--- config.mk ---
export PLATFORM = sky130hd
export DESIGN_NAME = gtg_decide
export DESIGN_NICKNAME = d
export VERILOG_FILES = /design/src/gtg_pkg.sv /design/src/gtg_decide.sv
export SDC_FILE = /design/constraint.sdc
export NUM_CORES = 1
export LEC_CHECK = 0
export ABC_AREA = 0
export BUFFER_PORTS_ARGS = -buffer_cell sky130_fd_sc_hd__clkbuf_2
export CORE_ASPECT_RATIO = 0.9
export CORE_MARGIN = 3
export CORE_UTILIZATION = 42
export CTS_CLUSTER_DIAMETER = 50
export DETAILED_ROUTE_END_ITERATION = 12
export PLACE_DENSITY = 0.85
export SETUP_SLACK_MARGIN = 0.2
export SLEW_MARGIN = 10
export SYNTH_ARGS = -nofsm -noshare
export SYNTH_HDL_FRONTEND = slang
export SYNTH_SLANG_ARGS = --single-unit
--- constraint.sdc ---
create_clock -name i_clk -period 11.4 [get_ports i_clk]
set_input_delay 1.71 -clock i_clk [delete_from_list [all_inputs] [get_ports i_clk]]
set_output_delay 1.71 -clock i_clk [all_outputs]
set_load 0.005 [all_outputs]
--- src/gtg_pkg.sv ---
package gtg_pkg;

    // Width of the CORDIC x and y datapath. Inputs are pre-scaled so that the
    // coordinate width plus the pre-scale shift is always PRESCALE_BASE bits.
    localparam int DATA_W        = 62;
    localparam int PRESCALE_BASE = 58;
    localparam int ANG_W         = 16;
    localparam int TURN_W        = 15;
    localparam int MOVE_W        = 16;
    localparam int APB_W         = 32;

    // Register map, indexed by paddr[2].
    localparam logic REG_MOVE = 1'b0;
    localparam logic REG_TURN = 1'b1;

    localparam logic [MOVE_W-1:0] MOVE_RESET = 16'd102;
    localparam logic [TURN_W-1:0] TURN_RESET = 15'd2086;

    typedef enum logic [1:0] {
        ACT_STAY    = 2'd0,
        ACT_FORWARD = 2'd1,
        ACT_LEFT    = 2'd2,
        ACT_RIGHT   = 2'd3
    } t_action;

    // One beat as it moves through the CORDIC stages.
    typedef struct packed {
        logic signed [DATA_W-1:0] x;
        logic signed [DATA_W-1:0] y;
        logic [ANG_W-1:0]         z;
        logic [ANG_W-1:0]         heading;
        logic                     zero;
        logic                     near;
    } t_cordic;

    // Rounded atan(2^-i) in binary-angle units; later iterations add nothing.
    function automatic logic [ANG_W-1:0] atan_entry(input int unsigned idx);
        case (idx)
            0:       return 16'd8192;
            1:       return 16'd4836;
            2:       return 16'd2555;
            3:       return 16'd1297;
            4:       return 16'd651;
            5:       return 16'd326;
            6:       return 16'd163;
            7:       return 16'd81;
            8:       return 16'd41;
            9:       return 16'd20;
            10:      return 16'd10;
            11:      return 16'd5;
            12:      return 16'd3;
            13:      return 16'd1;
            14:      return 16'd1;
            default: return 16'd0;
        endcase
    endfunction

endpackage

--- src/gtg_decide.sv ---
module gtg_decide import gtg_pkg::*; (
    input  logic                    i_clk,
    input  logic                    i_rst_n,
    input  logic                    i_valid,
    input  logic                    i_adv,
    input  t_cordic                 i_stage,
    input  logic [TURN_W-1:0]       i_turn_threshold,
    output logic                    o_valid,
    output logic [1:0]              o_action,
    output logic signed [ANG_W-1:0] o_relative_angle
);

    logic [ANG_W-1:0] w_bearing;
    logic [ANG_W-1:0] w_rel;
    logic [ANG_W-1:0] w_mag;
    logic             w_left;
    t_action          n_action;

    // Local angle wraps for free in 16 bits. The code for -pi counts as +pi:
    // its magnitude is 32768 and it turns left.
    always_comb begin
        w_bearing = i_stage.zero ? '0 : i_stage.z;
        w_rel     = w_bearing - i_stage.heading;
        w_mag     = w_rel[ANG_W-1] ? -w_rel : w_rel;
        w_left    = (!w_rel[ANG_W-1] && (w_rel != '0))
                    || (w_rel == {1'b1, {(ANG_W-1){1'b0}}});
        if (i_stage.near) begin
            n_action = ACT_STAY;
        end else if (w_mag < {1'b0, i_turn_threshold}) begin
            n_action = ACT_FORWARD;
        end else if (w_left) begin
            n_action = ACT_LEFT;
        end else begin
            n_action = ACT_RIGHT;
        end
    end

    // Output register; it holds its beat while the consumer stalls.
    logic             r_valid;
    t_action          r_action;
    logic [ANG_W-1:0] r_rel;

    always_ff @(posedge i_clk) begin
        if (!i_rst_n) begin
            r_valid <= 1'b0;
        end else if (i_adv) begin
            r_valid <= i_valid;
        end
    end

    always_ff @(posedge i_clk) begin
        if (i_adv) begin
            r_action <= n_action;
            r_rel    <= w_rel;
        end
    end

    assign o_valid          = r_valid;
    assign o_action         = r_action;
    assign o_relative_angle = r_rel;

endmodule

==> flow_summary.ini <==
[status]
status = finished clean

[layout]
final_cell_mix = clkbuf_2, inv_1, ha_1
n_antenna_cell = 0
area_growth_pct = 20.9
stdcell_area_sq_um = 2760
layout_commonest_cell = clkbuf_2
nets = 550
drive_above_1_share_pct = 24.6

[global_routing]
grt_pass1_vias = 2018
grt_max_degree = 20
antenna_found_initial = 0
use_met3_pct = 2.16
gr-usage-met1_pct = 22.5
grt.busiest_layer = met2
overflow = 0
grt.met2_usage_pct = 31.0
grt_pass1_wl_mm = 8.93
grt_usage_pct = 17.6

[run]
maxCapViolCount = 0

[setup_path]
critPathTopFamily = simple AND/OR/NAND/NOR gates
cp.depth = 20
worstPathArrival_ns = 6.40
worstSetupPathType = in -> reg
crit_path_cell_trace = clkbuf_2 -> nand2b_1 -> ha_1 -> inv_1 -> fa_1 -> a21o_1 -> a21oi_1 -> xor2_1 -> and3_1 -> or3b_2 -> nor3_1 -> a21oi_1 -> xor2_1 -> ha_1 -> and4_1 -> o21ai_0 -> a211oi_1 -> o211ai_1 -> o311ai_1 -> nor3_1
r2r_start = o_valid
ff2ff_setup_slack_ns = 10.79
required_ns = 11.40
endpoint = o_action[0]
cp-start-kind = input port
max_stage_delay_ns = 0.48
cpMaxStageDelayCell = or3b_2
crit_fanout = 16
crit_path_start = i_stage[1]
cp_num_buf_inv = 2
timing.rr.end = o_valid
endpoint_kind = flip-flop
r2r_cells = 2

[clock_network]
clk_pin_slew_worst_paths_ns = 0.07
cts.sinks = 19
cts_made_buffers = 3
post_cts_buffers = 0
clock-root-buffer = clkbuf_8
cts_resized = 0
tritoncts = done
htree_levels = 1
postCtsHoldBufs = 0
cts.path.max_buffers = 2
clock_latency_ns = 0.25

[floorplan]
initial_core_util_pct = 45.2
die_area_sq_um = 6350
dieHeight_um = 75.9
core_area_sq_um = 5040
die_width_um = 83.7
rows = 24
io_pins = 196

[sta]
setup_viol = 0
setup_slack_ns = 5.00
tightest_slew_ns = 0.853
rsz0062_at_grt = no
tns_ns = 0
slew_headroom_pct = 42.2
slew_violations = 0
fin_skew_ns = 0
fin_crit_ns = 6.40
hold_viol = 0
maxClockFrequency_mhz = 156
post-route-period-util_pct = 56.1

[synth]
synth_top_area_cell = edfxtp_1
synth.distinct_cells = 51
mappedNetlistArea_sq_um = 2280
synth-seq-cells = 19
ys_async_sr_fraction_pct = 0
synth-main-ff-cell = edfxtp_1
synth.area.top_cells = edfxtp_1, ha_1, xnor2_1
synth_warnings = 0
synth_nets = 476
syn_inst = 268
yosysSeqAreaShare_pct = 24.6
synth_top_area_share_pct = 23.7
synth-edff-count = 18
postSynthAreaPerCell_sq_um = 8.51

[placement]
port_buffers = 71
gp_congestion = 0.844
postPlaceCellArea_sq_um = 2710
dp_hpwl_mm = 4.93
pre_cts_slack_ns = 4.71

[detailed_routing]
drtAntennaViolNets = 0
routed_wl_mm = 5.62
dr.pass1.iters = 4
vias = 2151
wl_per_cell_um = 13.8
viasPerCell = 5.30
drc = 0
drt_iter0_drc = 89

[min_path]
hold_start = o_valid
min_path_cells = 2
hold_class = reg -> reg

[power_and_ir_drop]
vdd_drop_max_mv = 0.0566
p_leak_nw = 1.43
pwr_density_cell_nw_per_um2 = 113
cell families after synthesis:
group                    share of synthesized area, %
AO/OA/AOI/OAI                                    21.4
XOR/XNOR                                         9.22
adder cells (fa/ha/maj)                          17.3
buffers and inverters                            7.41
flip-flops                                       24.6
multiplexers                                    0.933
AND/OR/NAND/NOR                                  19.1
layout make-up:
cell class                 instances  area (sq um)
clock buffer                       3          41.3
clock inverter                     1          5.00
fill                             480          2290
inverter                          43           161
multi-input combinational        204          1550
sequential                        19           561
tap                               65          81.3
timing repair buffer              71           355
state kept, by name, indices dropped and copies added, names as in the netlist:
register          count
o_valid               1
o_relative_angle     16
o_action              2
per-stage QoR:
stage	hold WS (ns)	util (%)	std cells	total power [mW]
3_5_place_dp	0.538	53.7	402	0.265
6_report	0.546	54.6	406	0.311
3_3_place_gp	0.502	53.7	402	0.257
5_1_grt	0.594	54.6	406	0.337
2_1_floorplan	0.507	-	268	0.214
4_1_cts	0.548	54.6	406	0.313
metal layers:
layer  up-vias  share of wire [%]
met5         -                  0
met4         0                2.4
met3        13                5.1
met2        67                 47
met1       977                 45
li1       1094                  -
worst min path at each step:
stage	to
2_1_floorplan	o_valid
3_3_place_gp	o_valid
3_5_place_dp	o_valid
4_1_cts	o_valid
5_1_grt	o_valid
6_report	o_valid
power by group:
group	internal (mW)	switching (mW)
registers	0.0906	0.00380
logic	0.0761	0.0942
clock network	0.0243	0.0221
total	0.191	0.120
cell usage after synthesis (4+ instances only):
master and number:
a211oi_1 5, a21o_1 11, a21oi_1 14, and3_1 6
edfxtp_1 18, ha_1 30, inv_1 42, nand2_1 7
nand2b_1 4, nor2_1 23, nor2b_1 16, nor3_1 10
o211ai_1 6, o21a_1 6, o21ai_0 6, xnor2_1 19
xor2_1 5
worst min-delay path: stages (launching register included):
cell and delay (ns):
dfxtp_1 0.32, mux2i_1 0.12, nor2b_1 0.06
(Power assumes the default switching activity.)
