===== config.mk =====
export PLATFORM = sky130hd
export DESIGN_NAME = gtg_cordic_stage
export DESIGN_NICKNAME = d
export VERILOG_FILES = /design/src/gtg_pkg.sv /design/src/gtg_cordic_stage.sv
export SDC_FILE = /design/constraint.sdc
export NUM_CORES = 1
export LEC_CHECK = 0
export ABC_AREA = 1
export ABC_CLOCK_PERIOD_IN_PS = 2300
export BUFFER_PORTS_ARGS = -buffer_cell sky130_fd_sc_hd__clkbuf_2
export CORE_ASPECT_RATIO = 0.75
export CORE_MARGIN = 2
export CORE_UTILIZATION = 41
export CTS_CLUSTER_SIZE = 20
export DETAILED_ROUTE_END_ITERATION = 10
export HOLD_SLACK_MARGIN = 0.1
export PLACE_DENSITY = 0.64
export REMOVE_ABC_BUFFERS = 1
export SYNTH_ARGS = -nofsm -noshare
export SYNTH_HDL_FRONTEND = slang
export SYNTH_SLANG_ARGS = --single-unit

===== constraint.sdc =====
create_clock -name i_clk -period 2.3 [get_ports i_clk]
set_input_delay 0.345 -clock i_clk [delete_from_list [all_inputs] [get_ports i_clk]]
set_output_delay 0.345 -clock i_clk [all_outputs]
set_load 0.005 [all_outputs]

===== src/gtg_pkg.sv =====
package gtg_pkg;

    // Width of the CORDIC x and y datapath. Inputs are pre-scaled so that the
    // coordinate width plus the pre-scale shift is always PRESCALE_BASE bits.
    localparam int DATA_W        = 62;
    localparam int PRESCALE_BASE = 58;
    localparam int ANG_W         = 16;
    localparam int TURN_W        = 15;
    localparam int MOVE_W        = 16;
    localparam int APB_W         = 32;

    // Register map, indexed by paddr[2].
    localparam logic REG_MOVE = 1'b0;
    localparam logic REG_TURN = 1'b1;

    localparam logic [MOVE_W-1:0] MOVE_RESET = 16'd102;
    localparam logic [TURN_W-1:0] TURN_RESET = 15'd2086;

    typedef enum logic [1:0] {
        ACT_STAY    = 2'd0,
        ACT_FORWARD = 2'd1,
        ACT_LEFT    = 2'd2,
        ACT_RIGHT   = 2'd3
    } t_action;

    // One beat as it moves through the CORDIC stages.
    typedef struct packed {
        logic signed [DATA_W-1:0] x;
        logic signed [DATA_W-1:0] y;
        logic [ANG_W-1:0]         z;
        logic [ANG_W-1:0]         heading;
        logic                     zero;
        logic                     near;
    } t_cordic;

    // Rounded atan(2^-i) in binary-angle units; later iterations add nothing.
    function automatic logic [ANG_W-1:0] atan_entry(input int unsigned idx);
        case (idx)
            0:       return 16'd8192;
            1:       return 16'd4836;
            2:       return 16'd2555;
            3:       return 16'd1297;
            4:       return 16'd651;
            5:       return 16'd326;
            6:       return 16'd163;
            7:       return 16'd81;
            8:       return 16'd41;
            9:       return 16'd20;
            10:      return 16'd10;
            11:      return 16'd5;
            12:      return 16'd3;
            13:      return 16'd1;
            14:      return 16'd1;
            default: return 16'd0;
        endcase
    endfunction

endpackage


===== src/gtg_cordic_stage.sv =====
module gtg_cordic_stage import gtg_pkg::*; #(
    parameter int STAGE = 0
) (
    input  logic    i_clk,
    input  logic    i_rst_n,
    input  logic    i_valid,
    input  logic    i_adv,
    input  t_cordic i_stage,
    output logic    o_valid,
    output t_cordic o_stage
);

    logic                     r_valid;
    t_cordic                  r_stage;
    t_cordic                  n_stage;
    logic signed [DATA_W-1:0] w_xs;
    logic signed [DATA_W-1:0] w_ys;
    logic                     w_pos;

    // One vectoring iteration: rotate toward the x axis and track the angle.
    always_comb begin
        w_xs    = $signed(i_stage.x) >>> STAGE;
        w_ys    = $signed(i_stage.y) >>> STAGE;
        w_pos   = !i_stage.y[DATA_W-1];
        n_stage = i_stage;
        if (w_pos) begin
            n_stage.x = i_stage.x + w_ys;
            n_stage.y = i_stage.y - w_xs;
            n_stage.z = i_stage.z + atan_entry(STAGE);
        end else begin
            n_stage.x = i_stage.x - w_ys;
            n_stage.y = i_stage.y + w_xs;
            n_stage.z = i_stage.z - atan_entry(STAGE);
        end
    end

    always_ff @(posedge i_clk) begin
        if (!i_rst_n) begin
            r_valid <= 1'b0;
        end else if (i_adv) begin
            r_valid <= i_valid;
        end
    end

    always_ff @(posedge i_clk) begin
        if (i_adv) begin
            r_stage <= n_stage;
        end
    end

    assign o_valid = r_valid;
    assign o_stage = r_stage;

endmodule


==> impl_metrics.py <==
metrics = {
    "run_status": {
        "status": "complete, no violations",
    },
    "logic_synthesis": {
        "syn_area_sq_mm": 0.0220,
        "synthCells": 3697,
        "syn_area_per_cell_sq_um": 5.96,
        "ys_ff_latch": 158,
        "ys_seq_area_frac": 0.215,
        "yosys_warnings": 0,
        "synth-async-reset-ratio": 0,
        "synth_edf_count": 157,
        "ys.flop_type": "edfxtp_1",
        "yosysUniqueCellTypes": 50,
    },
    "detailed_routing": {
        "drtIter0Drc": 3328,
        "dr_total_vias": 26397,
        "routed_wl_mm": 91.7,
        "first_pass_iters": 7,
        "via_per_inst": 4.99,
        "ant_nets": 0,
        "wl_per_cell_um": 17.3,
        "drcViolationCount": 0,
    },
    "clock_tree": {
        "cts-root-buf": "clkbuf_16",
        "ctsHtreeMaxLevel": 4,
        "postCtsSetupRepairBufs": 0,
        "path_clk_slew_ns": 0.07,
        "cts.path.max_buffers": 2,
        "cts_buffers": 17,
        "cts_tree": "built",
        "clock_sinks": 158,
        "insertion_delay_ns": 0.50,
    },
    "timing": {
        "slew_violations": 0,
        "setup_viol": 0,
        "fin_worst_skew_ns": 0,
        "setup_tns_ns": 0,
        "relSlewSlack": 0.613,
        "holdWs_ns": 0.259,
        "max_freq_mhz": 455,
        "timing.final.ws_setup_ns": 0.103,
        "finalHoldViolations": 0,
        "rsz0062_at_grt": "yes",
        "min_period_ns": 2.20,
        "period_share": 0.955,
        "tightest_slew_ns": 0.574,
    },
    "place": {
        "dp_slack_ns": -0.435,
        "portBuffers": 320,
        "dp_hpwl_mm": 79.0,
        "finalWeightedCongestion": 1.04,
        "placed_cell_area_sq_mm": 0.0284,
    },
    "job": {
        "drv_cap": 0,
    },
    "min_path": {
        "hp-start": "i_stage[33]",
        "hold_class": "primary input to flip-flop",
        "hold_end": "o_stage[33]",
        "hold_depth": 3,
    },
    "grt": {
        "use_met3": 0.0747,
        "grt_pass1_vias": 24021,
        "track_usage": 0.326,
        "grt-ovfl-total": 0,
        "antenna_found_initial": 8,
        "use_met2": 0.463,
        "gr-usage-met1": 0.493,
        "grt_pass1_wl_mm": 136,
        "grt_max_degree": 56,
        "busiest_layer": "met1",
    },
    "finish": {
        "final_area_sq_mm": 0.0295,
        "layout_common_cells": "nand2_1, inv_1, buf_4",
        "mostFrequentLayoutCell": "nand2_1",
        "n_fill_cell": 5412,
        "drive_gt1_frac": 0.241,
        "fin_nets": 4928,
        "area_growth_pct": 33.9,
    },
    "worst_setup_path": {
        "r2r-end": "o_valid",
        "crit_type": "primary input to flip-flop",
        "crit_path_start_kind": "primary input",
        "r2r_cells": 3,
        "r2r_slack_ns": 1.07,
        "critPathMaxFanout": 5,
        "cp_data_arrival_time_ns": 2.45,
        "r2r-start": "o_valid",
        "worstPathRequired_ns": 2.55,
        "endpoint_kind": "flip-flop",
    },
    "die": {
        "die_x_um": 272,
        "start_util": 0.415,
        "core-area_sq_mm": 0.0531,
        "io_pins": 321,
        "fp.dieH_um": 205,
        "rows": 73,
        "dieArea_sq_mm": 0.0556,
    },
    "power_and_ir_drop": {
        "p_int_mw": 7.92,
        "p_total_mw": 13.4,
        "switching_power_mw": 5.51,
        "comb_power_share": 0.499,
        "ir_worst_vdd_mv": 0.507,
        "power.leakage_nw": 16.9,
        "seq_power_share": 0.282,
        "switching_share": 0.410,
        "power.density_mw_per_mm2": 455,
        "pwr-share-clk": 0.220,
    },
}
## final cells by class
class / instances / area [sq um] / area share
diodes: 4 / 10.0 / 0.000340
clock buffers: 17 / 425 / 0.0144
clock inverters: 15 / 164 / 0.00556
inverters: 779 / 2930 / 0.0993
multi-input cells: 2673 / 13900 / 0.473
flip-flops and latches: 158 / 4730 / 0.161
well taps: 712 / 891 / 0.0302
repair buffers: 934 / 6390 / 0.217
## registers in the layout, indices dropped and copies added (netlist names)
register and flops:
o_stage 157, o_valid 1
## power by group through the flow
stage	Combinational [mW]	Sequential (mW)	Clock, mW
6_report	6.69	3.78	2.95
3_5_place_dp	6.40	3.83	0
5_1_grt	7.29	3.81	3.14
4_1_cts	6.48	3.78	3.00
3_3_place_gp	6.36	3.85	0
2_1_floorplan	3.12	3.87	0
## worst max-delay path, stage by stage
cell      delay (ns)
clkbuf_2        0.10
inv_1           0.05
ha_1            0.38
buf_4           0.19
a21oi_1         0.27
o21ai_0         0.27
nand2_1         0.11
nand2_1         0.12
a21oi_1         0.29
nand4_1         0.14
nand3_1         0.09
nand2_1         0.06
## through the flow
| stage | utilization | cells |
|---|---|---|
| after detailed placement | 0.535 | 5222 |
| after global placement | 0.535 | 5222 |
| after global routing | 0.555 | 5288 |
| after floorplan | - | 3610 |
| final | 0.555 | 5292 |
| after CTS | 0.553 | 5288 |
## cells in the mapped netlist, types with 18 or more instances
library cell	instances	area share
nor2_2	40	0.011
o21ai_0	137	0.031
o21ai_1	18	0.0041
nand4_1	45	0.013
nand3_1	288	0.065
inv_1	769	0.13
clkbuf_1	18	0.0031
edfxtp_1	157	0.21
ha_1	199	0.11
nand2_2	22	0.0063
nand2_1	1311	0.22
nor2_1	221	0.038
buf_2	20	0.0045
a21oi_1	198	0.045
xor2_1	45	0.018
buf_4	36	0.012
nor3_2	19	0.0086
o21bai_1	38	0.013
## what timing repair did
action | in CTS | in global routing
gates resized for setup | 0 | 46
hold buffers | 34 | 0
endpoints found under the setup margin | 0 | 64
hold endpoints to repair | 33 | 0
## kinds of logic (layout without fill, tap and decap cells)
logic type	count (synthesis)	in the layout	synth area share
simple gates	1989	1989	0.383
xor+xnor	47	47	0.0187
other cells	0	4	0
compound gates	433	433	0.108
fa+ha+maj	203	203	0.117
buf+inv	866	1745	0.158
mux	1	1	0.000455
flops	158	158	0.215
## how the worst max path moves through the flow
stage / startpoint / to / slack (ns) / cells past startpoint
finish: i_stage[79] / o_stage[84] / 0.10 / 12
global route: i_stage[56] / o_stage[94] / -0.03 / 14
global placement: i_stage[70] / o_stage[92] / -0.43 / 13
detailed placement: i_stage[34] / o_stage[90] / -0.43 / 14
floorplan: i_stage[95] / o_stage[33] / -0.72 / 4
CTS: i_stage[34] / o_stage[90] / 0.10 / 14
## routing by layer
| layer | vias up | part of all wire |
|---|---|---|
| li1 | 13165 | - |
| met1 | 11977 | 0.47 |
| met4 | 12 | 0.019 |
| met5 | - | 0.00084 |
| met2 | 1143 | 0.39 |
| met3 | 100 | 0.11 |
(Power assumes the default switching activity.)
