File: src/gtg_pkg.sv
package gtg_pkg;

    // Width of the CORDIC x and y datapath. Inputs are pre-scaled so that the
    // coordinate width plus the pre-scale shift is always PRESCALE_BASE bits.
    localparam int DATA_W        = 62;
    localparam int PRESCALE_BASE = 58;
    localparam int ANG_W         = 16;
    localparam int TURN_W        = 15;
    localparam int MOVE_W        = 16;
    localparam int APB_W         = 32;

    // Register map, indexed by paddr[2].
    localparam logic REG_MOVE = 1'b0;
    localparam logic REG_TURN = 1'b1;

    localparam logic [MOVE_W-1:0] MOVE_RESET = 16'd102;
    localparam logic [TURN_W-1:0] TURN_RESET = 15'd2086;

    typedef enum logic [1:0] {
        ACT_STAY    = 2'd0,
        ACT_FORWARD = 2'd1,
        ACT_LEFT    = 2'd2,
        ACT_RIGHT   = 2'd3
    } t_action;

    // One beat as it moves through the CORDIC stages.
    typedef struct packed {
        logic signed [DATA_W-1:0] x;
        logic signed [DATA_W-1:0] y;
        logic [ANG_W-1:0]         z;
        logic [ANG_W-1:0]         heading;
        logic                     zero;
        logic                     near;
    } t_cordic;

    // Rounded atan(2^-i) in binary-angle units; later iterations add nothing.
    function automatic logic [ANG_W-1:0] atan_entry(input int unsigned idx);
        case (idx)
            0:       return 16'd8192;
            1:       return 16'd4836;
            2:       return 16'd2555;
            3:       return 16'd1297;
            4:       return 16'd651;
            5:       return 16'd326;
            6:       return 16'd163;
            7:       return 16'd81;
            8:       return 16'd41;
            9:       return 16'd20;
            10:      return 16'd10;
            11:      return 16'd5;
            12:      return 16'd3;
            13:      return 16'd1;
            14:      return 16'd1;
            default: return 16'd0;
        endcase
    endfunction

endpackage

File: src/gtg_prep.sv
module gtg_prep import gtg_pkg::*; #(
    parameter int COORD_WIDTH = 16
) (
    input  logic                          i_clk,
    input  logic                          i_rst_n,
    input  logic                          i_valid,
    input  logic                          i_adv_a,
    input  logic                          i_adv_b,
    input  logic signed [COORD_WIDTH-1:0] i_pose_x,
    input  logic signed [COORD_WIDTH-1:0] i_pose_y,
    input  logic signed [ANG_W-1:0]       i_heading,
    input  logic signed [COORD_WIDTH-1:0] i_goal_x,
    input  logic signed [COORD_WIDTH-1:0] i_goal_y,
    input  logic [2*MOVE_W-1:0]           i_move_sq,
    output logic                          o_valid_a,
    output logic                          o_valid_b,
    output t_cordic                       o_stage
);

    localparam int DIFF_W   = COORD_WIDTH + 1;
    localparam int SQ_W     = 2 * COORD_WIDTH;
    localparam int SUM_W    = SQ_W + 1;
    localparam int CMP_W    = (SUM_W > 2 * MOVE_W) ? SUM_W : 2 * MOVE_W;
    localparam int PRESCALE = PRESCALE_BASE - COORD_WIDTH;

    // First stage: target offset.
    logic                     r_valid_a;
    logic signed [DIFF_W-1:0] r_dx;
    logic signed [DIFF_W-1:0] r_dy;
    logic [ANG_W-1:0]         r_heading_a;

    always_ff @(posedge i_clk) begin
        if (!i_rst_n) begin
            r_valid_a <= 1'b0;
        end else if (i_adv_a) begin
            r_valid_a <= i_valid;
        end
    end

    always_ff @(posedge i_clk) begin
        if (i_adv_a) begin
            r_dx        <= DIFF_W'(i_goal_x) - DIFF_W'(i_pose_x);
            r_dy        <= DIFF_W'(i_goal_y) - DIFF_W'(i_pose_y);
            r_heading_a <= i_heading;
        end
    end

    // Second stage: fold the vector into the right half-plane, pre-scale it,
    // and square the offsets for the distance test.
    logic                     w_neg;
    logic signed [DIFF_W-1:0] w_mdx;
    logic signed [DIFF_W-1:0] w_mdy;
    logic [DIFF_W-1:0]        w_adx;
    logic [DIFF_W-1:0]        w_ady;
    logic [SQ_W-1:0]          n_sqx;
    logic [SQ_W-1:0]          n_sqy;

    always_comb begin
        w_neg = r_dx[DIFF_W-1];
        w_mdx = w_neg ? -r_dx : r_dx;
        w_mdy = w_neg ? -r_dy : r_dy;
        w_adx = r_dx[DIFF_W-1] ? -r_dx : r_dx;
        w_ady = r_dy[DIFF_W-1] ? -r_dy : r_dy;
        n_sqx = w_adx[COORD_WIDTH-1:0] * w_adx[COORD_WIDTH-1:0];
        n_sqy = w_ady[COORD_WIDTH-1:0] * w_ady[COORD_WIDTH-1:0];
    end

    logic                     r_valid_b;
    logic signed [DATA_W-1:0] r_x;
    logic signed [DATA_W-1:0] r_y;
    logic [ANG_W-1:0]         r_z;
    logic [ANG_W-1:0]         r_heading_b;
    logic                     r_zero;
    logic [SQ_W-1:0]          r_sqx;
    logic [SQ_W-1:0]          r_sqy;

    always_ff @(posedge i_clk) begin
        if (!i_rst_n) begin
            r_valid_b <= 1'b0;
        end else if (i_adv_b) begin
            r_valid_b <= r_valid_a;
        end
    end

    always_ff @(posedge i_clk) begin
        if (i_adv_b) begin
            r_x         <= DATA_W'(w_mdx) <<< PRESCALE;
            r_y         <= DATA_W'(w_mdy) <<< PRESCALE;
            r_z         <= w_neg ? {1'b1, {(ANG_W-1){1'b0}}} : '0;
            r_heading_b <= r_heading_a;
            r_zero      <= (r_dx == '0) && (r_dy == '0);
            r_sqx       <= n_sqx;
            r_sqy       <= n_sqy;
        end
    end

    // The distance compare rides along with the first CORDIC iteration.
    logic [SUM_W-1:0] w_sum;

    always_comb begin
        w_sum           = SUM_W'(r_sqx) + SUM_W'(r_sqy);
        o_stage.x       = r_x;
        o_stage.y       = r_y;
        o_stage.z       = r_z;
        o_stage.heading = r_heading_b;
        o_stage.zero    = r_zero;
        o_stage.near    = CMP_W'(w_sum) < CMP_W'(i_move_sq);
    end

    assign o_valid_a = r_valid_a;
    assign o_valid_b = r_valid_b;

endmodule

File: config.mk
export PLATFORM = sky130hd
export DESIGN_NAME = gtg_prep
export DESIGN_NICKNAME = d
export VERILOG_FILES = /design/src/gtg_pkg.sv /design/src/gtg_prep.sv
export SDC_FILE = /design/constraint.sdc
export NUM_CORES = 1
export LEC_CHECK = 0
export ABC_CLOCK_PERIOD_IN_PS = 8600
export CAP_MARGIN = 10
export CORE_MARGIN = 5
export CORE_UTILIZATION = 35
export DETAILED_ROUTE_END_ITERATION = 7
export DONT_BUFFER_PORTS = 1
export PLACE_DENSITY = 0.47
export SLEW_MARGIN = 20
export SYNTH_ARGS = -nofsm -noshare
export SYNTH_HDL_FRONTEND = slang
export SYNTH_SLANG_ARGS = --single-unit
File: constraint.sdc
create_clock -name i_clk -period 8.6 [get_ports i_clk]
set_input_delay 0.86 -clock i_clk [delete_from_list [all_inputs] [get_ports i_clk]]
set_output_delay 0.86 -clock i_clk [all_outputs]
set_load 0.01 [all_outputs]
==> results.md <==
- Die width: 272 um
- Adder-cell area share of the yosys netlist: 0.423
- Drt initial violations: 871
- R2R Path Start: r_dy[2]$_DFFE_PP_
- Ys async rst share: 0
- R2r endpoint: r_sqy[25]$_DFFE_PP_
- Worst-path maximum fanout: 6
- Yosys warning count: 0
- Num rows: 96
- HPWL Detailed: 50.9 mm
- Clock buffer depth: 2
- Multiplexer share of the synthesized area: 0.000832
- Fin area: 25600 um2
- DP Area: 25000 um2
- First-pass iteration count of the detailed router: 5
- Run status: finished clean
- Clock Latency Late Sink: 460 ps
- CTS Root Cell: clkbuf_16
- Largest net degree at the start of global routing: 114
- Fin cells: 3436
- Cell Count Post-Placement: 3403
- Nets: 3275
- Reg2Reg Depth: 26
- Antenna-violating nets left: 0
- R2r setup slk: 430 ps
- Flops & latches, synth: 164
- Vias in the first global route: 17700
- Reg clk slew, reported paths: 70 ps
- Netlist Area Pre-Place: 24000 um2
- RePlAce Congestion: 0.871
- RSZ-0062 raised after global routing: no
- Pins Over Slew Limit: 0
- Setup TNS Final: 0 ps
- Hold bufs inserted after CTS: 0
- Slew margin rel.: 0.295
- Yosys top cell by area: fa_1
- Hold Violations, Final: 0
- Num Clock Sinks: 164
- CTS tree: done
- XOR/XNOR Fraction of Synth Area: 0.0609
- Req. time, crit path: 8800 ps
- CTS H-tree lvls: 4
- Clock skew: 12.8 ps
- Tcrit/Tclk final: 0.950
- Core area: 68300 um2
- Post-DR vias/cell: 4.80
- Crit path DAT: 8370 ps
- Die height: 272 um
- Crit path capture: r_sqy[25]$_DFFE_PP_
- Layout cells sized above 1: 0.0458
- Critical path endpoint category: register
- Area share of the largest cell type after synthesis: 0.271
- Die ar.: 74100 um2
- Count leader, synth: inv_1
- Area Growth Syn to Fin: 6.37%
- Post-synthesis instance total: 2515
- Setup Buffers After CTS: 0
- Antenna violations before repair: 1
- Total track usage: 0.165
- Worst Setup SP: r_dy[2]$_DFFE_PP_
- Synthesized area per cell: 9.56 um2
- Global-route wire length before repair: 95.7 mm
- Largest family of logic cells by synthesized area: adder cells
- Synth Flop Type: edfxtp_1
- Final Setup Violations: 0
- Min Tclk post-route: 8170 ps
- Post-synth EDFFs: 162
- Ranking of synthesized cells by area: fa_1 (27%), edfxtp_1 (20%), ha_1 (15%)
- Slew @ Worst Pin: 1050 ps
- Port bufs: 0
- Routed wire length: 59.8 mm
- Total CTS buffers: 17
- Synth cell types: 72
- Sequential area share after synthesis: 0.204
- Post-CTS Resized: 0
- Via Count: 16500
- Post-synthesis compound-gate area fraction: 0.0871
- Final core occ: 0.374
- Hold Crit Class: register to register
- FMAX: 122 MHz
- I/O pin count: 277
- Top post-synthesis cells by count: inv_1 (540), fa_1 (326), ha_1 (292), nand2_1 (203), nor2_1 (188)
- Layout fillers: 6790
- DRC: 0
- CP startpoint kind: register
- GRT Residual Overflow: 0
- Crit path kind: register to register
- Starting Density: 0.352
- Routed length per instance: 17.4 um
- Synth Area in Simple Gates: 0.0969
- Max Cap Viol: 0
==> layout by cell type, fill, tap and decap left out, drive strengths merged, types with 7 or more instances in the layout <==
cell / count
a211oi: 12
a21o: 49
a21oi: 99
a31oi: 11
and2: 7
and3: 11
buf: 50
clkbuf: 18
clkinv: 13
conb: 99
edfxtp: 162
fa: 326
ha: 292
inv: 557
nand2: 209
nand2b: 14
nand3: 26
nand4: 8
nor2: 189
nor2b: 20
nor3: 20
o211ai: 9
o21a: 17
o21ai: 78
o21bai: 17
o31ai: 8
or3: 13
xnor2: 103
xor2: 59
==> registers in the layout (all words and copies together) (netlist names), 16 cells and up <==
signal	cells
r_dx	17
r_sqy	31
r_heading_b	16
r_heading_a	16
r_dy	17
r_y	16
r_sqx	31
r_x	16
==> how the worst min path moves through the flow <==
stage	startpoint	to	slack, ps	cells after the start
5_1_grt	r_heading_a[14]$_DFFE_PP_	r_heading_b[14]$_DFFE_PP_	430	0
2_1_floorplan	r_heading_a[0]$_DFFE_PP_	r_heading_b[0]$_DFFE_PP_	400	0
3_5_place_dp	r_heading_a[12]$_DFFE_PP_	r_heading_b[12]$_DFFE_PP_	410	0
4_1_cts	r_heading_a[8]$_DFFE_PP_	r_heading_b[8]$_DFFE_PP_	420	0
6_report	r_heading_a[8]$_DFFE_PP_	r_heading_b[8]$_DFFE_PP_	420	0
3_3_place_gp	r_heading_a[15]$_DFFE_PP_	r_heading_b[15]$_DFFE_PP_	400	0
==> layout make-up <==
type / count / area [um2] / share of cell area
clock buffers: 18 / 429 / 0.0168
flip-flops and latches: 164 / 4900 / 0.192
multi-input cells: 1747 / 16500 / 0.644
well taps: 882 / 1100 / 0.0431
diodes: 1 / 2.50 / 0.0000978
repair buffers: 50 / 375 / 0.0147
clock inverters: 14 / 189 / 0.00739
inverters: 560 / 2100 / 0.0822
==> routing by layer <==
| metal | share of wire | up-vias | global-route usage |
|---|---|---|---|
| li1 | - | 7831 | - |
| met1 | 0.45 | 8195 | 0.223 |
| met2 | 0.47 | 420 | 0.272 |
| met3 | 0.068 | 48 | 0.0368 |
| met4 | 0.014 | 0 | 0.0364 |
| met5 | 0 | - | 0 |
==> cell families after synthesis <==
family          count (synthesis)
buf+inv                       702
fa+ha+maj                     618
simple gates                  533
compound gates                333
flops                         164
xor+xnor                      162
mux                             2
other cells                     1
==> through the flow <==
step                      hold slack [ps]  setup WS [ps]
after floorplan                       400            835
after global routing                  426           14.0
after global placement                401            577
after CTS                             418            402
after detailed placement              405            426
final                                 420            429
==> critical path: stages, from the launching register on <==
cell and delay (ps):
edfxtp_1 460, or3_4 430, or3_4 360, or2_4 290
or3_1 390, and2_1 250, xor2_1 440, nand2_1 140
fa_1 500, fa_1 550, inv_1 50, fa_1 480
fa_1 500, fa_1 500, inv_1 50, fa_1 480
inv_1 40, ha_1 340, a21o_1 210, a21oi_1 130
o21ai_0 80, a21o_1 180, a31o_2 250, a31oi_1 400
o21bai_1 120, a21oi_1 180, xnor2_1 90
Power is not shown: default switching activity piles up to over one toggle a cycle in this logic, so the estimate is an artifact.
