### config.mk
export PLATFORM = sky130hd
export DESIGN_NAME = gtg_cfg
export DESIGN_NICKNAME = d
export VERILOG_FILES = /design/src/gtg_pkg.sv /design/src/gtg_cfg.sv
export SDC_FILE = /design/constraint.sdc
export NUM_CORES = 1
export LEC_CHECK = 0
export BUFFER_PORTS_ARGS = -buffer_cell sky130_fd_sc_hd__buf_4
export CORE_UTILIZATION = 25
export CTS_BUF_LIST = sky130_fd_sc_hd__clkbuf_4 sky130_fd_sc_hd__clkbuf_8
export DETAILED_ROUTE_END_ITERATION = 10
export HOLD_SLACK_MARGIN = 0.02
export PLACE_DENSITY = 0.48
export SYNTH_ARGS = -nofsm -noshare
export SYNTH_HDL_FRONTEND = slang
export SYNTH_SLANG_ARGS = --single-unit
export TNS_END_PERCENT = 50
### constraint.sdc
create_clock -name i_clk -period 17.1 [get_ports i_clk]
set_input_delay 0.855 -clock i_clk [delete_from_list [all_inputs] [get_ports i_clk]]
set_output_delay 0.855 -clock i_clk [all_outputs]
set_load 0.02 [all_outputs]
### src/gtg_pkg.sv
package gtg_pkg;

    // Width of the CORDIC x and y datapath. Inputs are pre-scaled so that the
    // coordinate width plus the pre-scale shift is always PRESCALE_BASE bits.
    localparam int DATA_W        = 62;
    localparam int PRESCALE_BASE = 58;
    localparam int ANG_W         = 16;
    localparam int TURN_W        = 15;
    localparam int MOVE_W        = 16;
    localparam int APB_W         = 32;

    // Register map, indexed by paddr[2].
    localparam logic REG_MOVE = 1'b0;
    localparam logic REG_TURN = 1'b1;

    localparam logic [MOVE_W-1:0] MOVE_RESET = 16'd102;
    localparam logic [TURN_W-1:0] TURN_RESET = 15'd2086;

    typedef enum logic [1:0] {
        ACT_STAY    = 2'd0,
        ACT_FORWARD = 2'd1,
        ACT_LEFT    = 2'd2,
        ACT_RIGHT   = 2'd3
    } t_action;

    // One beat as it moves through the CORDIC stages.
    typedef struct packed {
        logic signed [DATA_W-1:0] x;
        logic signed [DATA_W-1:0] y;
        logic [ANG_W-1:0]         z;
        logic [ANG_W-1:0]         heading;
        logic                     zero;
        logic                     near;
    } t_cordic;

    // Rounded atan(2^-i) in binary-angle units; later iterations add nothing.
    function automatic logic [ANG_W-1:0] atan_entry(input int unsigned idx);
        case (idx)
            0:       return 16'd8192;
            1:       return 16'd4836;
            2:       return 16'd2555;
            3:       return 16'd1297;
            4:       return 16'd651;
            5:       return 16'd326;
            6:       return 16'd163;
            7:       return 16'd81;
            8:       return 16'd41;
            9:       return 16'd20;
            10:      return 16'd10;
            11:      return 16'd5;
            12:      return 16'd3;
            13:      return 16'd1;
            14:      return 16'd1;
            default: return 16'd0;
        endcase
    endfunction

endpackage

### src/gtg_cfg.sv
module gtg_cfg import gtg_pkg::*; (
    input  logic                i_clk,
    input  logic                i_rst_n,
    input  logic                psel,
    input  logic                penable,
    input  logic                pwrite,
    input  logic [2:0]          paddr,
    input  logic [APB_W-1:0]    pwdata,
    output logic [APB_W-1:0]    prdata,
    output logic                pready,
    output logic [2*MOVE_W-1:0] o_move_sq,
    output logic [TURN_W-1:0]   o_turn_threshold
);

    logic [MOVE_W-1:0]   r_move_threshold;
    logic [TURN_W-1:0]   r_turn_threshold;
    logic [2*MOVE_W-1:0] r_move_sq;
    logic                w_write;
    logic                w_index;

    assign w_write = psel && penable && pwrite;
    assign w_index = paddr[2];
    assign pready  = 1'b1;

    // Register writes complete in the access phase.
    always_ff @(posedge i_clk) begin
        if (!i_rst_n) begin
            r_move_threshold <= MOVE_RESET;
            r_turn_threshold <= TURN_RESET;
        end else if (w_write) begin
            case (w_index)
                REG_MOVE: r_move_threshold <= pwdata[MOVE_W-1:0];
                REG_TURN: r_turn_threshold <= pwdata[TURN_W-1:0];
                default: ;
            endcase
        end
    end

    // The squared move threshold is kept registered for the distance compare.
    always_ff @(posedge i_clk) begin
        r_move_sq <= r_move_threshold * r_move_threshold;
    end

    always_comb begin
        case (w_index)
            REG_MOVE: prdata = {{(APB_W-MOVE_W){1'b0}}, r_move_threshold};
            REG_TURN: prdata = {{(APB_W-TURN_W){1'b0}}, r_turn_threshold};
            default:  prdata = '0;
        endcase
    end

    assign o_move_sq        = r_move_sq;
    assign o_turn_threshold = r_turn_threshold;

endmodule

==> flow_summary.yaml, run 1 <==
synthesis:
  synthDistinctLibCells: 47
  yosysSeqAreaShare: 0.131
  dominantRegCellSynth: "dfxtp_1"
  syn_area_mm2: 0.00951
  synthXorXnorAreaFrac: 0.0350
  synth_compound_area_frac: 0.0895
  ys_ff_latch: 62
  synthArstFlopShare: 0
  synth_top_family_by_area: "adder cells"
  synthSimpleGateAreaFrac: 0.131
  yosys.area_share.adder: 0.475
  syn_avg_cell_area_um2: 8.77
  synth_edf_count: 0
  netlist_instances: 1084
  synth.area.mux_share: 0.00829
  yosys_warnings: 0
global_routing:
  grt_max_degree: 32
  grt_pass1_wl_mm: 40.5
  grt_util_all_layers: 0.138
  grt_antenna_before_repair: 0
  globalRoute.totalOverflow: 0
  grt_pass1_vias: 7353
timing:
  max_clock_freq_mhz: 150
  hold_viol: 0
  timing.final.crit_share: 0.389
  period_needed_ns: 6.65
  tns_ns: 0
  relSlewSlack: 0.328
  clock-skew-final_ns: 0.0186
  tightest_slew_ns: 1.00
  finalSetupViolCount: 0
  finalMaxSlewViolations: 0
  grt_setup_unrepaired: "false"
  worst_slack_ns: 10.45
layout:
  final_cell_mix: "251 x inv_1, 162 x fa_1, 155 x nand2_1"
  final_common_cell: "inv_1"
  fillers: 4021
  seqCellArea_mm2: 0.00124
  multi_input_area_mm2: 0.00709
  syn_to_final_growth_pct: 13.9
  postLayoutCellArea_mm2: 0.0108
  nets: 1445
  drive_above_1_share: 0.109
power_and_ir_drop:
  fin_total_pwr_mw: 0.566
  power_switching_mw: 0.216
  p_leak_nw: 5.92
  combPwrFrac: 0.407
  power.internal_mw: 0.350
  switching_share: 0.381
  ir_worst_vdd_v: 0.0000351
  p_clk_frac: 0.291
  powerDensity_mw_per_mm2: 52.2
  seq_power_share: 0.302
die:
  rows: 71
  die_area_mm2: 0.0388
  die_h_um: 197
  initial_core_util: 0.253
  core_area_mm2: 0.0376
  die_w_um: 197
  pin_count: 120
route:
  drcViolationCount: 0
  num_vias: 7042
  drtPass1Iterations: 5
  wl_mm: 25.2
  drtAntennaViolNets: 0
  wl_per_cell_um: 15.2
  via_per_inst: 4.24
  drtIter0Drc: 328
clocking:
  post_cts_buffers: 0
  cts_max_level: 3
  cts_tree: "built"
  postCtsHoldBufs: 0
  clock_sinks: 62
  numCtsBuffers: 9
  post_cts_resized: 0
  cts_root_buf: "clkbuf_8"
  clk_pin_slew_worst_paths_ns: 0.08
  clockBufferDepth: 2
  insertion_delay_ns: 0.39
setup_path:
  critPathLaunchType: "flip-flop"
  critPathRequiredTime_ns: 17.40
  crit_type: "reg -> reg"
  end_kind: "flip-flop"
  crit_path_max_fanout: 15
  cp.arrival_ns: 6.95
worst_hold_path:
  hp-class: "reg -> reg"
placed_design:
  gp_congestion: 0.798
  placed_cell_area_mm2: 0.0106
  pre_cts_ws_ns: 10.49
  port_buffers: 83
  place_hpwl_mm: 20.4
status:
  status: "finished clean"
job:
  drv_cap: 0
[routing by layer]
layer / share of wire / routed length (um) / track usage / up-vias
met3: 0.029 / 726 / 0.0186 / 16
met5: 0 / 0 / 0 / -
met1: 0.46 / 11600 / 0.185 / 3525
met4: 0.017 / 432 / 0.0388 / 0
met2: 0.49 / 12400 / 0.231 / 133
li1: - / - / - / 3368
[flip-flops by register name, summed over array words and instances, names as in the netlist]
signal and cells:
o_move_sq 31, o_turn_threshold 15, r_move_threshold 16
[final timing paths]
check	from	end	slack, ns	cells after the start
hold / removal	o_turn_threshold[9]	o_turn_threshold[9]	0.49	2
hold reg to reg	o_turn_threshold[9]	o_turn_threshold[9]	0.49	2
setup / recovery	r_move_threshold[13]	o_move_sq[30]	10.45	20
setup reg to reg	r_move_threshold[13]	o_move_sq[30]	10.45	20
[synth_stat cells, types with 2 or more instances]
cell type / instances / area share
a221oi_2: 2 / 0.0032
mux2_2: 7 / 0.0083
a21boi_0: 23 / 0.018
a31oi_1: 3 / 0.0020
a21o_1: 21 / 0.017
nand3_1: 15 / 0.0079
o21ai_0: 19 / 0.010
or3_1: 2 / 0.0013
a21oi_1: 27 / 0.014
and3_1: 5 / 0.0033
ha_1: 102 / 0.13
o31ai_2: 2 / 0.0026
and2_1: 35 / 0.023
xnor2_1: 28 / 0.026
nor2b_1: 7 / 0.0046
nand3b_1: 2 / 0.0016
nand2b_1: 4 / 0.0026
or2_2: 3 / 0.0020
conb_1: 2 / 0.00079
dfxtp_1: 62 / 0.13
a211oi_1: 3 / 0.0024
clkbuf_1: 38 / 0.015
o21a_1: 2 / 0.0016
nor2_1: 38 / 0.015
fa_1: 162 / 0.34
buf_4: 18 / 0.014
inv_1: 251 / 0.099
o211ai_1: 5 / 0.0039
buf_1: 3 / 0.0012
a31o_2: 2 / 0.0018
o21ai_1: 2 / 0.0011
nor3_1: 2 / 0.0011
xor2_1: 10 / 0.0092
nand4_1: 8 / 0.0053
nand2_1: 155 / 0.061
o21bai_1: 3 / 0.0024
[cells by family (layout without fill, tap and decap cells)]
kind of cell	Yosys count	in the layout
buffers and inverters	311	357
AND/OR/NAND/NOR	278	278
flip-flops	62	62
AO/OA/AOI/OAI	122	122
XOR/XNOR	38	38
multiplexers	7	7
adder cells (fa/ha/maj)	264	264
other	2	20
[metrics by stage]
step | util | hold WS, ns | std cells
2_1_floorplan | - | 0.366 | 1100
3_3_place_gp | 0.282 | 0.471 | 1641
3_5_place_dp | 0.282 | 0.479 | 1641
4_1_cts | 0.288 | 0.492 | 1657
5_1_grt | 0.288 | 0.504 | 1657
6_report | 0.288 | 0.486 | 1659
[area by class of cell]
class / instances / area share
clock inverters: 3 / 0.00601
well taps: 511 / 0.0590
inverters: 251 / 0.0870
flip-flops and latches: 62 / 0.115
multi-input cells: 727 / 0.655
repair buffers: 90 / 0.0624
diodes: 2 / 0.000462
clock buffers: 13 / 0.0159
[critical path, stage by stage, from the launching register on]
cell and delay [ns]:
dfxtp_1 0.80, inv_1 0.42, nor2_1 0.28, ha_1 0.28, xor2_1 0.19, fa_1 0.54
inv_1 0.06, fa_1 0.48, fa_1 0.50, fa_1 0.49, inv_1 0.05, fa_1 0.51
inv_1 0.05, ha_1 0.39, a21oi_1 0.30, o21ai_0 0.21, nor2b_1 0.17, a211oi_1 0.21
o31ai_1 0.20, a41oi_1 0.30, xnor2_1 0.15
[power groups by stage]
stage / Sequential [mW] / Clock [mW] / Combinational (mW)
3_3_place_gp: 0.175 / 0 / 0.233
6_report: 0.171 / 0.165 / 0.230
4_1_cts: 0.172 / 0.173 / 0.235
2_1_floorplan: 0.190 / 0 / 0.145
3_5_place_dp: 0.175 / 0 / 0.232
5_1_grt: 0.173 / 0.177 / 0.257
Note: power is estimated with default switching activity, not from simulation.
==> inputs of run 2 (changes only) <==
- clock period: 17.1 -> 6.96 ns (I/O delays scaled with it)
==> flow_summary.yaml, run 2 (same netlist as run 1, synthesis figures left out) <==
placed_design:
  place_hpwl_mm: 21.0
  gp_congestion: 0.828
  placed_cell_area_mm2: 0.0107
  pre_cts_ws_ns: 0.706
  port_buffers: 83
  dp.cells: 1656
setup_path:
  reg2regPathDepth: 18
  cp.arrival_ns: 6.62
  r2r_slack_ns: 0.65
  worstSetupStartpoint: "r_move_threshold[11]"
  crit_type: "reg -> reg"
  reg2reg_to: "o_move_sq[30]"
  crit_path_max_fanout: 16
  end_kind: "flip-flop"
  critPathLaunchType: "flip-flop"
  worstSetupEndpoint: "o_move_sq[30]"
  r2r_start: "r_move_threshold[11]"
  critPathRequiredTime_ns: 7.27
die:
  initial_core_util: 0.253
  die_area_mm2: 0.0388
  die_h_um: 197
  rows: 71
  die_w_um: 197
  pin_count: 120
  core_area_mm2: 0.0376
timing:
  hold_viol: 0
  finalMaxSlewViolations: 0
  finalSetupViolCount: 0
  clock-skew-final_ns: 0.0170
  tightest_slew_ns: 0.978
  period_needed_ns: 6.31
  worst_slack_ns: 0.652
  timing.final.crit_share: 0.906
  grt_setup_unrepaired: "false"
  whs_ns: 0.173
  tns_ns: 0
  max_clock_freq_mhz: 159
  relSlewSlack: 0.346
status:
  status: "finished clean"
clocking:
  numCtsBuffers: 9
  clockBufferDepth: 2
  clk_pin_slew_worst_paths_ns: 0.09
  post_cts_resized: 0
  postCtsHoldBufs: 0
  cts_tree: "built"
  clock_sinks: 62
  insertion_delay_ns: 0.39
  post_cts_buffers: 0
  cts_max_level: 3
  cts_root_buf: "clkbuf_8"
layout:
  largest_reg_flops: 31
  nets: 1460
  final_common_cell: "inv_1"
  n_antenna_cell: 0
  final_cell_mix: "251 x inv_1, 162 x fa_1, 155 x nand2_1"
  finalNonFillerCells: 1672
  syn_to_final_growth_pct: 14.7
  postLayoutCoreUtil: 0.290
  postLayoutCellArea_mm2: 0.0109
  drive_above_1_share: 0.121
power_and_ir_drop:
  ir_worst_vdd_v: 0.0000827
  powerDensity_mw_per_mm2: 123
  p_leak_nw: 5.97
  fin_total_pwr_mw: 1.34
route:
  num_vias: 7001
  drtPass1Iterations: 4
  wl_mm: 24.9
  via_per_inst: 4.19
  drtIter0Drc: 295
  drtAntennaViolNets: 0
  drcViolationCount: 0
  wl_per_cell_um: 14.9
global_routing:
  grt_pass1_wl_mm: 40.7
  grt_antenna_before_repair: 0
  grt_pass1_vias: 7340
  globalRoute.totalOverflow: 0
  grt_util_all_layers: 0.137
  grt_max_degree: 32
job:
  drv_cap: 0
worst_hold_path:
  hp-class: "in -> reg"
  hold_start: "pwdata[11]"
-- run 2: worst min path at each step --
stage | end | slack [ns] | depth (start not counted)
2_1_floorplan | o_move_sq[0] | 0.37 | 0
3_3_place_gp | o_turn_threshold[6] | 0.47 | 2
3_5_place_dp | o_turn_threshold[9] | 0.47 | 2
4_1_cts | o_turn_threshold[11] | 0.15 | 3
5_1_grt | r_move_threshold[1] | 0.18 | 3
6_report | o_turn_threshold[11] | 0.17 | 3
-- run 2: worst max-delay path, stage by stage (launching register included) --
cell and delay (ns):
dfxtp_1 0.84, nand2_1 0.26, fa_1 0.57, fa_1 0.54, inv_1 0.06, fa_1 0.42, fa_1 0.50, fa_1 0.55
inv_1 0.05, fa_1 0.49, inv_1 0.05, ha_1 0.38, a21oi_1 0.29, o21ai_0 0.21, nor2b_1 0.18, a211oi_1 0.21
o31ai_1 0.20, a41oi_1 0.28, xnor2_1 0.15
-- run 2: area by class of cell --
cell class | count | area [um2]
inverter | 251 | 942
fill | 4046 | 26700
sequential | 62 | 1240
clock buffer | 10 | 138
multi-input combinational | 727 | 7090
timing repair buffer | 105 | 788
clock inverter | 6 | 68.8
tap | 511 | 639
-- run 2: metal layers --
layer	track usage	part of all wire
met5	0	0
met4	0.0362	0.021
met3	0.0184	0.036
met2	0.234	0.50
met1	0.181	0.44
-- run 2: power by group --
group          internal [mW]  total (mW)  switching (mW)
clock network          0.177       0.360           0.183
registers              0.397       0.416          0.0192
logic                  0.230       0.566           0.336
==> inputs of run 3 (changes only) <==
- PLACE_DENSITY: 0.48 -> 0.49
- TNS_END_PERCENT: 50 -> 20
- clock period: 6.96 -> 5.7 ns (I/O delays scaled with it)
==> flow_summary.yaml, run 3 (same netlist as run 1, synthesis figures left out) <==
setup_path:
  cpMostUsedCell: "fa_1"
  end_kind: "flip-flop"
  crit_type: "reg -> reg"
  cpPeakStageDelay_ns: 0.56
  reg2regPathDepth: 20
  critPathLaunchType: "flip-flop"
  r2r_start: "r_move_threshold[8]"
  cp_cell_sequence: "buf_8 -> buf_12 -> nand2_1 -> fa_1 -> inv_1 -> fa_1 -> fa_1 -> fa_1 -> fa_1 -> inv_1 -> fa_1 -> inv_1 -> ha_1 -> a21o_1 -> a31oi_2 -> nand2_2 -> o31ai_4 -> o21ai_2 -> a221oi_2 -> xnor2_1"
  cp.arrival_ns: 5.82
  cp.buffers_inverters: 5
  r2r_slack_ns: 0.17
  critPathRequiredTime_ns: 5.99
  crit_path_max_fanout: 8
  cpLargestDelayFamily: "adder cells"
  critPathSlowestCell: "fa_1"
  reg2reg_to: "o_move_sq[31]"
layout:
  drive_above_1_share: 0.214
  final_common_cell: "inv_1"
  nets: 1546
  syn_to_final_growth_pct: 24.1
  largest_reg_flops: 31
  n_antenna_cell: 0
  postLayoutCoreUtil: 0.314
  final_cell_mix: "250 x inv_1, 182 x buf_4, 161 x fa_1"
  postLayoutCellArea_mm2: 0.0118
  finalNonFillerCells: 1758
clocking:
  cts_max_level: 3
  postCtsHoldBufs: 0
  clock_sinks: 62
  cts_root_buf: "clkbuf_8"
  insertion_delay_ns: 0.41
  numCtsBuffers: 9
  clk_pin_slew_worst_paths_ns: 0.08
  cts_tree: "built"
  clockBufferDepth: 2
die:
  die_h_um: 197
  rows: 71
  initial_core_util: 0.253
  die_w_um: 197
  core_area_mm2: 0.0376
  pin_count: 120
  die_area_mm2: 0.0388
route:
  wl_mm: 26.4
  via_per_inst: 4.15
  drtPass1Iterations: 5
  drtAntennaViolNets: 0
  num_vias: 7296
  drtIter0Drc: 276
  wl_per_cell_um: 15.0
  drcViolationCount: 0
power_and_ir_drop:
  ir_worst_vdd_v: 0.000118
  seq_power_share: 0.291
  p_clk_frac: 0.230
  powerDensity_mw_per_mm2: 147
  combPwrFrac: 0.479
  power.internal_mw: 1.03
  power_switching_mw: 0.707
  switching_share: 0.407
  p_leak_nw: 6.43
  fin_total_pwr_mw: 1.74
worst_hold_path:
  min_to: "r_move_threshold[1]"
  hp-class: "in -> reg"
  hold_start: "pwdata[1]"
  holdPathStages: 3
timing:
  whs_ns: 0.0957
  relSlewSlack: 0.275
  timing.final.crit_share: 0.970
  worst_slack_ns: 0.170
  finalSetupViolCount: 0
  finalMaxSlewViolations: 0
  tns_ns: 0
  max_clock_freq_mhz: 181
  period_needed_ns: 5.53
  clock-skew-final_ns: 0.0154
  grt_setup_unrepaired: "true"
  hold_viol: 0
  tightest_slew_ns: 1.08
global_routing:
  globalRoute.totalOverflow: 0
  grt_max_degree: 32
  grt_antenna_before_repair: 1
  globalRouteMet3Util: 0.0229
  grt_pass1_wl_mm: 42.5
  grt_util_all_layers: 0.145
  grt_pass1_vias: 7656
  met2_usage: 0.238
  use_met1: 0.191
  grt-busiest-layer: "met2"
placed_design:
  gp_congestion: 0.841
  pre_cts_ws_ns: -0.199
  placed_cell_area_mm2: 0.0113
  dp.cells: 1737
  port_buffers: 83
  place_hpwl_mm: 22.0
job:
  drv_cap: 0
status:
  status: "finished clean"
[run 3: layout make-up]
| class | instances | area, um2 |
|---|---|---|
| Fill cell | 3886 | 25800 |
| Multi-Input combinational cell | 727 | 7280 |
| Timing Repair Buffer | 191 | 1510 |
| Sequential cell | 62 | 1260 |
| Inverter | 251 | 942 |
| Tap cell | 511 | 639 |
| Clock buffer | 12 | 153 |
| Clock inverter | 4 | 22.5 |
[run 3: worst max-delay path by stage]
stage                              start            end  cells past startpoint
CTS                  r_move_threshold[9]  o_move_sq[30]                     20
global route         r_move_threshold[1]  o_move_sq[31]                     20
global placement     r_move_threshold[9]  o_move_sq[30]                     21
detailed placement   r_move_threshold[9]  o_move_sq[30]                     21
finish               r_move_threshold[8]  o_move_sq[31]                     20
floorplan           r_move_threshold[14]  o_move_sq[31]                     21
[run 3: worst min-delay path, delay by kind of cell]
family	cells	cell delay (ns)
simple gates	2	0.10
buf+inv	1	0.08
[run 3: metal layers]
metal,part of all wire,vias to the layer above
met2,0.49,136
met1,0.43,3564
li1,-,3568
met3,0.056,28
met5,0,-
met4,0.022,0
[run 3: what timing repair did]
item	4_1_cts	5_1_grt
resized for setup	12	48
cloned	0	0
pin swaps	1	17
setup buffers	0	5
setup endpoints to repair	8	14
[run 3: power groups by stage]
stage / combinational [mW] / sequential, mW / clock, mW
finish: 0.832 / 0.504 / 0.400
global placement: 0.793 / 0.517 / 0
CTS: 0.807 / 0.507 / 0.428
floorplan: 0.435 / 0.569 / 0
detailed placement: 0.793 / 0.516 / 0
global route: 0.927 / 0.510 / 0.435
